--- config.mk ---
export PLATFORM = sky130hd
export DESIGN_NAME = ymodem_packet_deframer
export DESIGN_NICKNAME = d
export VERILOG_FILES = /design/src/sv/ymdf_pkg.sv /design/src/sv/ymodem_packet_deframer.sv
export SDC_FILE = /design/constraint.sdc
export NUM_CORES = 1
export LEC_CHECK = 0
export BUFFER_PORTS_ARGS = -buffer_cell sky130_fd_sc_hd__buf_2
export CORE_MARGIN = 2
export CORE_UTILIZATION = 55
export CTS_CLUSTER_DIAMETER = 80
export DETAILED_ROUTE_END_ITERATION = 8
export PLACE_DENSITY_LB_ADDON = 0.12
export SYNTH_ARGS = -nofsm -noshare
export SYNTH_HDL_FRONTEND = slang
export SYNTH_SLANG_ARGS = --single-unit
--- constraint.sdc ---
create_clock -name clock -period 7.3 [get_ports clock]
set_clock_uncertainty 0.2 [all_clocks]
set_input_delay 1.46 -clock clock [delete_from_list [all_inputs] [get_ports clock]]
set_output_delay 1.46 -clock clock [all_outputs]
set_load 0.02 [all_outputs]
--- src/sv/ymdf_pkg.sv ---
package ymdf_pkg;

   localparam int unsigned DEF_SHORT_PAYLOAD  = 128;
   localparam int unsigned DEF_LONG_PAYLOAD   = 1024;
   localparam int unsigned DEF_OVERHEAD_BYTES = 5;

   localparam int unsigned BYTE_W   = 8;
   localparam int unsigned INDEX_W  = 11;
   localparam int unsigned LENGTH_W = 11;
   localparam int unsigned STATUS_W = 3;
   localparam int unsigned NUM_REGS = 6;
   localparam int unsigned CSR_IDX_W = 3;
   localparam int unsigned RSP_DATA_W = 32;

   localparam logic [BYTE_W-1:0] INV_MASK = 8'hff;

   typedef enum logic [CSR_IDX_W-1:0] {
      REG_SHORT_START = 3'd0,
      REG_LONG_START  = 3'd1,
      REG_END         = 3'd2,
      REG_CANCEL      = 3'd3,
      REG_ABORT_UPPER = 3'd4,
      REG_ABORT_LOWER = 3'd5
   } reg_index_type;

   typedef logic [BYTE_W-1:0] reg_bank_type [NUM_REGS];

   localparam reg_bank_type REG_RESET = '{8'd1, 8'd2, 8'd4, 8'd24, 8'd65, 8'd97};

   typedef enum logic [1:0] {
      PH_IDLE   = 2'd0,
      PH_CANCEL = 2'd1,
      PH_BODY   = 2'd2
   } phase_type;

   typedef enum logic [STATUS_W-1:0] {
      ST_OK       = 3'd0,
      ST_MISMATCH = 3'd1,
      ST_EOT      = 3'd2,
      ST_CANCEL   = 3'd3,
      ST_ABORT    = 3'd4,
      ST_ERROR    = 3'd5
   } status_type;

endpackage

--- src/sv/ymodem_packet_deframer.sv ---
// Channel   Direction  Handshake              Payload
// req       in         req_tvalid/req_tready  tdata: rx_byte[7:0]; tuser: timed_out
// rsp       out        rsp_tvalid/rsp_tready  tdata: data_byte[7:0], byte_index[18:8],
//                                             pkt_len[29:19]; tuser: status;
//                                             tlast: done_res
// csr       in         csr_valid/csr_ready    csr_index, csr_data
//
// Each request is decoded in the cycle it is accepted, and its response appears in the
// response register on the next cycle, so one request per cycle is sustained while unstalled.
// The response register is the only stall point: a request is taken whenever it is
// empty or being drained in the same cycle, and a lone cancel byte yields no response.
// Reset is synchronous and active high; it returns the control codes to their defaults,
// the receiver to the idle phase and empties the response register. The configuration
// port is always ready; the user must write it only while idle, which nothing enforces.
module ymodem_packet_deframer
   import ymdf_pkg::*;
#(
   parameter int unsigned SHORT_PAYLOAD  = DEF_SHORT_PAYLOAD,
   parameter int unsigned LONG_PAYLOAD   = DEF_LONG_PAYLOAD,
   parameter int unsigned OVERHEAD_BYTES = DEF_OVERHEAD_BYTES
) (
   input  logic                  clock,
   input  logic                  reset,
   input  logic                  req_tvalid,
   output logic                  req_tready,
   input  logic [BYTE_W-1:0]     req_tdata,   // rx_byte
   input  logic                  req_tuser,   // timed_out
   output logic                  rsp_tvalid,
   input  logic                  rsp_tready,
   output logic [RSP_DATA_W-1:0] rsp_tdata,   // data_byte, byte_index, pkt_len, zeros
   output logic [STATUS_W-1:0]   rsp_tuser,   // status
   output logic                  rsp_tlast,   // done_res
   input  logic                  csr_valid,
   output logic                  csr_ready,
   input  logic [CSR_IDX_W-1:0]  csr_index,
   input  logic [BYTE_W-1:0]     csr_data
);

   localparam logic [LENGTH_W-1:0] SHORT_LEN  = LENGTH_W'(SHORT_PAYLOAD);
   localparam logic [LENGTH_W-1:0] LONG_LEN   = LENGTH_W'(LONG_PAYLOAD);
   localparam logic [INDEX_W-1:0]  SHORT_LAST = INDEX_W'(SHORT_PAYLOAD + OVERHEAD_BYTES - 1);
   localparam logic [INDEX_W-1:0]  LONG_LAST  = INDEX_W'(LONG_PAYLOAD + OVERHEAD_BYTES - 1);

   reg_bank_type           regs_ff;
   phase_type              phase_ff, phase_in;
   logic                   long_ff, long_in;
   logic [INDEX_W-1:0]     count_ff, count_in;
   logic [BYTE_W-1:0]      seq_ff, seq_in;

   logic                   rsp_valid_ff;
   logic [BYTE_W-1:0]      data_ff, data_in;
   logic [INDEX_W-1:0]     index_ff, index_in;
   logic                   done_ff, done_in;
   status_type             status_ff, status_in;
   logic [LENGTH_W-1:0]    length_ff, length_in;

   logic                   req_accept;
   logic                   emit;
   logic                   timed_out;
   logic [BYTE_W-1:0]      rx_byte;
   logic [INDEX_W-1:0]     last_idx;
   logic [LENGTH_W-1:0]    payload_len;

   assign req_tready = !rsp_valid_ff || rsp_tready;
   assign req_accept = req_tvalid && req_tready;
   assign csr_ready  = 1'b1;
   assign rx_byte    = req_tdata;
   assign timed_out  = req_tuser;
   assign last_idx    = long_ff ? LONG_LAST : SHORT_LAST;
   assign payload_len = long_ff ? LONG_LEN : SHORT_LEN;

   always_ff @(posedge clock) begin
      if (reset) begin
         regs_ff <= REG_RESET;
      end else if (csr_valid && csr_ready) begin
         case (csr_index)
            REG_SHORT_START: regs_ff[REG_SHORT_START] <= csr_data;
            REG_LONG_START:  regs_ff[REG_LONG_START]  <= csr_data;
            REG_END:         regs_ff[REG_END]         <= csr_data;
            REG_CANCEL:      regs_ff[REG_CANCEL]      <= csr_data;
            REG_ABORT_UPPER: regs_ff[REG_ABORT_UPPER] <= csr_data;
            REG_ABORT_LOWER: regs_ff[REG_ABORT_LOWER] <= csr_data;
            default:         ;
         endcase
      end
   end

   always_ff @(posedge clock) begin
      if (reset) begin
         phase_ff <= PH_IDLE;
         long_ff  <= 1'b0;
         count_ff <= '0;
         seq_ff   <= '0;
      end else if (req_accept) begin
         phase_ff <= phase_in;
         long_ff  <= long_in;
         count_ff <= count_in;
         seq_ff   <= seq_in;
      end
   end

   always_comb begin
      phase_in  = PH_IDLE;
      long_in   = long_ff;
      count_in  = count_ff;
      seq_in    = seq_ff;
      emit      = 1'b1;
      data_in   = '0;
      index_in  = '0;
      done_in   = 1'b1;
      status_in = ST_ERROR;
      length_in = '0;
      case (phase_ff)
         PH_BODY: begin
            if (timed_out) begin
               count_in = '0;
            end else begin
               if (count_ff == INDEX_W'(1)) begin
                  seq_in = rx_byte;
               end else if (count_ff == INDEX_W'(2)) begin
                  seq_in = seq_ff ^ rx_byte ^ INV_MASK;
               end
               data_in  = rx_byte;
               index_in = count_ff;
               if (count_ff >= last_idx) begin
                  count_in = '0;
                  if (seq_in != '0) begin
                     status_in = ST_MISMATCH;
                  end else begin
                     status_in = ST_OK;
                     length_in = payload_len;
                  end
               end else begin
                  phase_in  = PH_BODY;
                  count_in  = count_ff + INDEX_W'(1);
                  done_in   = 1'b0;
                  status_in = ST_OK;
               end
            end
         end
         PH_CANCEL: begin
            if (!timed_out && rx_byte == regs_ff[REG_CANCEL]) begin
               status_in = ST_CANCEL;
            end
         end
         default: begin
            if (timed_out) begin
               status_in = ST_ERROR;
            end else if (rx_byte == regs_ff[REG_SHORT_START]
                         || rx_byte == regs_ff[REG_LONG_START]) begin
               long_in   = (rx_byte != regs_ff[REG_SHORT_START]);
               count_in  = INDEX_W'(1);
               seq_in    = '0;
               phase_in  = PH_BODY;
               data_in   = rx_byte;
               done_in   = 1'b0;
               status_in = ST_OK;
            end else if (rx_byte == regs_ff[REG_END]) begin
               status_in = ST_EOT;
            end else if (rx_byte == regs_ff[REG_CANCEL]) begin
               phase_in = PH_CANCEL;
               emit     = 1'b0;
            end else if (rx_byte == regs_ff[REG_ABORT_UPPER]
                         || rx_byte == regs_ff[REG_ABORT_LOWER]) begin
               status_in = ST_ABORT;
            end
         end
      endcase
   end

   always_ff @(posedge clock) begin
      if (reset) begin
         rsp_valid_ff <= 1'b0;
      end else if (req_accept && emit) begin
         rsp_valid_ff <= 1'b1;
      end else if (rsp_tready) begin
         rsp_valid_ff <= 1'b0;
      end
   end

   always_ff @(posedge clock) begin
      if (req_accept && emit) begin
         data_ff   <= data_in;
         index_ff  <= index_in;
         done_ff   <= done_in;
         status_ff <= status_in;
         length_ff <= length_in;
      end
   end

   assign rsp_tvalid = rsp_valid_ff;
   assign rsp_tdata  = {{(RSP_DATA_W - BYTE_W - INDEX_W - LENGTH_W){1'b0}},
                        length_ff, index_ff, data_ff};
   assign rsp_tuser  = status_ff;
   assign rsp_tlast  = done_ff;

   a_body_count_range: assert property (@(posedge clock) disable iff (reset)
      phase_ff == PH_BODY |-> count_ff != '0 && count_ff <= last_idx)
      else $error("body count out of range while in a packet");

   a_partial_is_ok: assert property (@(posedge clock) disable iff (reset)
      rsp_valid_ff && !done_ff |-> status_ff == ST_OK && length_ff == '0)
      else $error("unfinished response carries a final status");

   a_good_end_length: assert property (@(posedge clock) disable iff (reset)
      rsp_valid_ff && done_ff && status_ff == ST_OK |->
         length_ff == SHORT_LEN || length_ff == LONG_LEN)
      else $error("good packet end without payload length");

   a_header_opens: assert property (@(posedge clock) disable iff (reset)
      req_accept && phase_ff == PH_IDLE && !timed_out
         && (rx_byte == regs_ff[REG_SHORT_START] || rx_byte == regs_ff[REG_LONG_START])
      |=> phase_ff == PH_BODY && count_ff == INDEX_W'(1))
      else $error("start code did not open a packet");

   a_cancel_silent: assert property (@(posedge clock) disable iff (reset)
      req_accept && phase_ff == PH_CANCEL |=> phase_ff == PH_IDLE && rsp_valid_ff && done_ff)
      else $error("second cancel byte did not close the event");

endmodule

Word level (Yosys, flattened, before mapping)

Cells that the tools add are included.

Magnitude comparators: 1
Div/mod/pow operators: 0
Bitwise gates (word level): 7
Reduce and logical (&&, ||, !) cells: 24
Multiply operators: 0
Mux-type cells: 48
Equal/unequal tests: 17
Shift-type cells: 0
Add/sub/neg operators: 1

Operator list:

| cell                                                 | number |
|---|---|
| two-way mux 8 bit                                    | 10 |
| two-way mux 11 bit                                   | 6 |
| equality test 8 bit                                  | 6 |
| one-hot mux 8 bit (2 select lines)                   | 2 |
| one-hot mux 11 bit (2 select lines)                  | 1 |
| two-way mux 3 bit                                    | 6 |
| two-way mux 1 bit                                    | 16 |
| AND reduction 2 bit                                  | 6 |
| AND reduction 4 bit                                  | 3 |
| adder 11 x 1 -> 11 bit, second input constant        | 1 |
| equality test 11 x 1 -> 1 bit, second input constant | 1 |
| equality test 11 x 2 -> 1 bit, second input constant | 1 |
| greater-or-equal comparator 11 bit                   | 1 |
| two-way mux 2 bit                                    | 4 |
| inequality test 8 bit                                | 1 |
| NOT 8 bit                                            | 1 |
| nonzero test 8 bit                                   | 1 |
| bitwise XOR 8 bit                                    | 1 |
| equality test 3 x 2 -> 1 bit, second input constant  | 2 |
| equality test 3 bit, second input constant           | 2 |
| one-hot mux 3 bit (2 select lines)                   | 1 |
| NOT 1 bit                                            | 5 |
| one-hot mux 2 bit (2 select lines)                   | 1 |
| nonzero test 2 bit                                   | 2 |
| other kinds (11)                                     | 17 |

Latch bits: 0
Memories: 0
Bits in read-only memories: 0
Output and inout bits: 39
Bits in registers: 105
RAM bits: 0

Logic depth before layout (Yosys ltp)

Depth in word-level cells: 11
Gate-level depth with buffers: 10

Worst setup path before layout

No wires, ideal clock.

Kind: in2reg
From: input req_tdata[5]
To: register data_ff[0], enable pin
Data required time: 6720 ps
Arrival: 3276 ps
Stages on the path: 8
Setup time: 380 ps
Buffers on the path: 1
Path slack: 3444 ps
Cells stage by stage: buf_2 -> xor2_1 -> nor4_2 -> a22oi_2 -> o21ai_0 -> nor3_1 -> or2_2 -> inv_1

Longest elaborated chain between the ends: 7
Elaborated cells between the ends (all ways): 11
Those cells by class: eq/ne: 4; mux: 5; reduce/logical: 2

Ends and longest elaborated chain:

| what                  | RTL line                      | text |
|---|---|---|
| from (decl)           | ymodem_packet_deframer.sv:26  | `input logic [BYTE_W-1:0] req_tdata,` |
| equality test 8 bit   | ymodem_packet_deframer.sv:160 | `end else if (rx_byte == regs_ff[REG_CANCEL]) begin` |
| two-way mux 1 bit     | ymodem_packet_deframer.sv:160 |  |
| two-way mux 1 bit     | ymodem_packet_deframer.sv:158 | `end else if (rx_byte == regs_ff[REG_END]) begin` |
| two-way mux 1 bit (*) | ymodem_packet_deframer.sv:149 | `end else if (rx_byte == regs_ff[REG_SHORT_START]` |
| two-way mux 1 bit (*) | ymodem_packet_deframer.sv:147 | `if (timed_out) begin` |
| two-way mux 1 bit (*) | ymodem_packet_deframer.sv:113 | `case (phase_ff)` |
| logical AND 1 bit (*) | ymodem_packet_deframer.sv:182 | `if (req_accept && emit) begin` |
| to (signal assigned)  | ymodem_packet_deframer.sv:183 | `data_ff <= data_in;` |
| to (decl)             | ymodem_packet_deframer.sv:51  | `logic [BYTE_W-1:0] data_ff, data_in;` |

Every way passes the cells marked *; elsewhere a longest branch is shown, timed or not.
A chain may end at the register's enable or synchronous reset.

Final worst setup path

From: input req_tdata[5]
To: register index_ff[4], enable pin

Longest elaborated chain between the ends: 7
Elaborated cells between the ends (all ways): 11
Those cells by class: eq/ne: 4; mux: 5; reduce/logical: 2

Ends and longest elaborated chain:

| what                  | RTL line                      | text |
|---|---|---|
| equality test 8 bit   | ymodem_packet_deframer.sv:160 |  |
| two-way mux 1 bit     | ymodem_packet_deframer.sv:160 |  |
| two-way mux 1 bit     | ymodem_packet_deframer.sv:158 |  |
| two-way mux 1 bit (*) | ymodem_packet_deframer.sv:149 |  |
| two-way mux 1 bit (*) | ymodem_packet_deframer.sv:147 |  |
| two-way mux 1 bit (*) | ymodem_packet_deframer.sv:113 |  |
| logical AND 1 bit (*) | ymodem_packet_deframer.sv:182 |  |
| to (signal assigned)  | ymodem_packet_deframer.sv:184 | `index_ff <= index_in;` |
| to (decl)             | ymodem_packet_deframer.sv:52  | `logic [INDEX_W-1:0] index_ff, index_in;` |

Marks and branches as above.

==> run metrics <==
Post-Syn Instances=593; Setup Crit Path Kind=input pin to register; design area=0.005429 mm^2; CTS root buffer=clkbuf_8; Fill cells=800; Yosys top cell area share=28.31%; Final ANT Viol Nets=0; Layout area overhead=8.124%; predominant post-synthesis flop cell=dfxtp_1; Post-Synth Adder-Cell Area=1.994%; Final #Nets=655; Worst setup EP type=register; pins over their slew limit=0; Reg area=0.002172 mm^2; CP Capture Point=index_ff[4]$_SDFFCE_PP0P_; DRT Pass-1 Iters=5; largest cells by area after synthesis=dfxtp_1, edfxtp_1, nand2_1; H-tree levels=3; port bufs=51; Vias/cell=5.883; CP Launch Point=req_tdata[5]; Hold Fails Final Rpt=0; core footprint=0.008806 mm^2; Slew HR=32.95%; most frequent cell after synthesis=nand2_1; peak supply drop=92.92 uV; Post-synth top cells=nand2_1, dfxtp_1, a21oi_1; worst setup margin=3.317 ns; worst r2r src=count_ff[1]$_SDFFE_PP0P_; CTS Buf Count=9; die area=0.009909 mm^2; outcome=completed; routed length per instance=17.15 um; CP Launch Type=input pin; Yosys cell types=58; total of warnings raised by yosys=0; Total GRT Usage=25.87%; Synth Area in Compound Gates=13.31%; die height=99.55 um; final WL=12610 um; largest area contributor in the netlist=dfxtp_1; post-synthesis register bit count=96; Post-synth EDFFs=25; mux cell area share after synthesis=0.1994%; Fmax achieved=0.2511 GHz; first-pass GRT wire length=20160 um; overall power=1.032 mW; worst hold stages=2; post-DP HPWL=8994 um; largest family of logic cells by synthesized area=simple AND/OR/NAND/NOR gates; Die W=99.55 um; area of the multi-input gates=0.002616 mm^2; Clock Latency Late Sink=0.38 ns; Initial Util=57.02%; largest net degree at the start of global routing=63; DRT iter0 DRCs=246; Reg2Reg Depth=9; Pleak=2.036 nW; R2R setup slack=3.87 ns; CP Max Fanout=26; PwrDens=190.1 mW/mm^2; CTS Hold Bufs=0; Area after DPL=0.005243 mm^2; final setup vio count=0; Max Buffers Root-to-Sink=2; hold crit path type=register to register; worst r2r dst=rsp_tuser[0]$_DFFE_PP_; share of cells above drive strength 1=13.56%; Resize count post-CTS=0; Cell Area, Synth=0.005021 mm^2; max cap viols=0; CTS sink count=96; # DRC=0; antenna cells=0; WP data required=7.10 ns; # rows=34; CTS tree=done; postcts setup bufs=0; clock slew at reported path FFs=0.09 ns; Worst-Margin Slew=0.9980 ns; via count=4324; Final min period=3.983 ns; RSZ-0062 raised after global routing=false; post-synthesis sequential area ratio=43.26%; vias in the first global route=4012; ys async rst share=0%; pre-CTS setup slack=2.955 ns; Mapped Avg Cell Area=8.467 um^2; fin util=61.65%; final period utilization=54.56%; gpl congestion=0.9777; Boundary Pins=64; setup TNS=0 ns; initial antenna violation count=0; GRT overflow=0; Post-Synth XOR/XNOR Area=9.419%; Critical Path AT=3.79 ns; Post-Synth Simple-Gate Area=26.29%
-- layer usage --
metal | up-vias | GRT usage (%) | wire length, um
met1 | 2032 | 32.78 | 5342
met4 | 0 | 10.12 | 369
met2 | 167 | 44.33 | 6227
met3 | 34 | 4.076 | 667
met5 | - | 0 | 0
li1 | 2091 | - | -
-- registers in the layout (all words and copies together), names as in the netlist --
| register | count |
|---|---|
| regs_ff | 48 |
| count_ff | 11 |
| rsp_tuser | 3 |
| rsp_tlast | 1 |
| phase_ff | 2 |
| index_ff | 11 |
| length_ff | 2 |
| data_ff | 8 |
| seq_ff | 8 |
| rsp_tvalid | 1 |
| long_ff | 1 |
-- cell families after synthesis --
family | count (synthesis)
AOI/OAI and AO/OA | 109
DFF | 96
muxes | 1
other | 2
buffers and inverters | 58
and+or+nand+nor | 265
adders and majority gates | 8
xor gates and xnor gates | 54
-- worst min-delay path by stage --
stage,start,end,slack [ns]
finish,regs_ff[32]$_SDFFE_PP0P_,regs_ff[32]$_SDFFE_PP0P_,0.27
detailed placement,regs_ff[32]$_SDFFE_PP0P_,regs_ff[32]$_SDFFE_PP0P_,0.26
CTS,regs_ff[32]$_SDFFE_PP0P_,regs_ff[32]$_SDFFE_PP0P_,0.27
global route,regs_ff[47]$_SDFFE_PP0P_,regs_ff[47]$_SDFFE_PP0P_,0.30
global placement,regs_ff[25]$_SDFFE_PP0P_,regs_ff[25]$_SDFFE_PP0P_,0.26
floorplan,regs_ff[16]$_SDFFE_PP0P_,regs_ff[16]$_SDFFE_PP0P_,0.25
-- final cells by class --
type | count | share of cell area [%]
multi-input cells | 449 | 48.19
flip-flops and latches | 96 | 40.01
repair buffers | 53 | 4.978
well taps | 108 | 2.489
clock buffers | 9 | 2.282
clock inverters | 7 | 1.152
inverters | 13 | 0.8988
-- power by group --
group	switching, mW	internal (mW)
combinational	0.0890	0.0394
clock	0.206	0.130
sequential	0.00754	0.560
-- per-stage QoR --
stage               hold slack [ns]  cells
detailed placement           0.2614    719
global placement             0.2559    719
floorplan                    0.2481    603
global route                 0.2981    735
CTS                          0.2747    735
finish                       0.2743    735
-- cells in the final DEF (no fill, tap or decap), types with 3 or more instances in the layout --
cell,n
nor4bb_1,4
nor2b_1,9
a31oi_1,5
xnor2_1,25
xor2_1,29
a21boi_0,7
nor3_1,7
clkbuf_8,9
edfxtp_1,25
nand4_1,9
nor4_1,12
o22ai_1,3
a21oi_1,57
o21ai_0,11
nand2_1,116
conb_1,12
nand3_1,21
nand2b_1,7
inv_1,12
or2_2,5
ha_1,8
o41ai_1,6
clkinv_4,3
dfxtp_1,71
and3_1,9
nor2_1,40
buf_2,51
nand3b_1,12
-- critical path: stages --
cell	delay [ns]
buf_2	0.30
xor2_1	0.13
nor4_2	0.37
a22oi_2	0.21
o21ai_0	0.21
nor3_1	0.12
or2_2	0.30
inv_1	0.66
(Power assumes the default switching activity.)
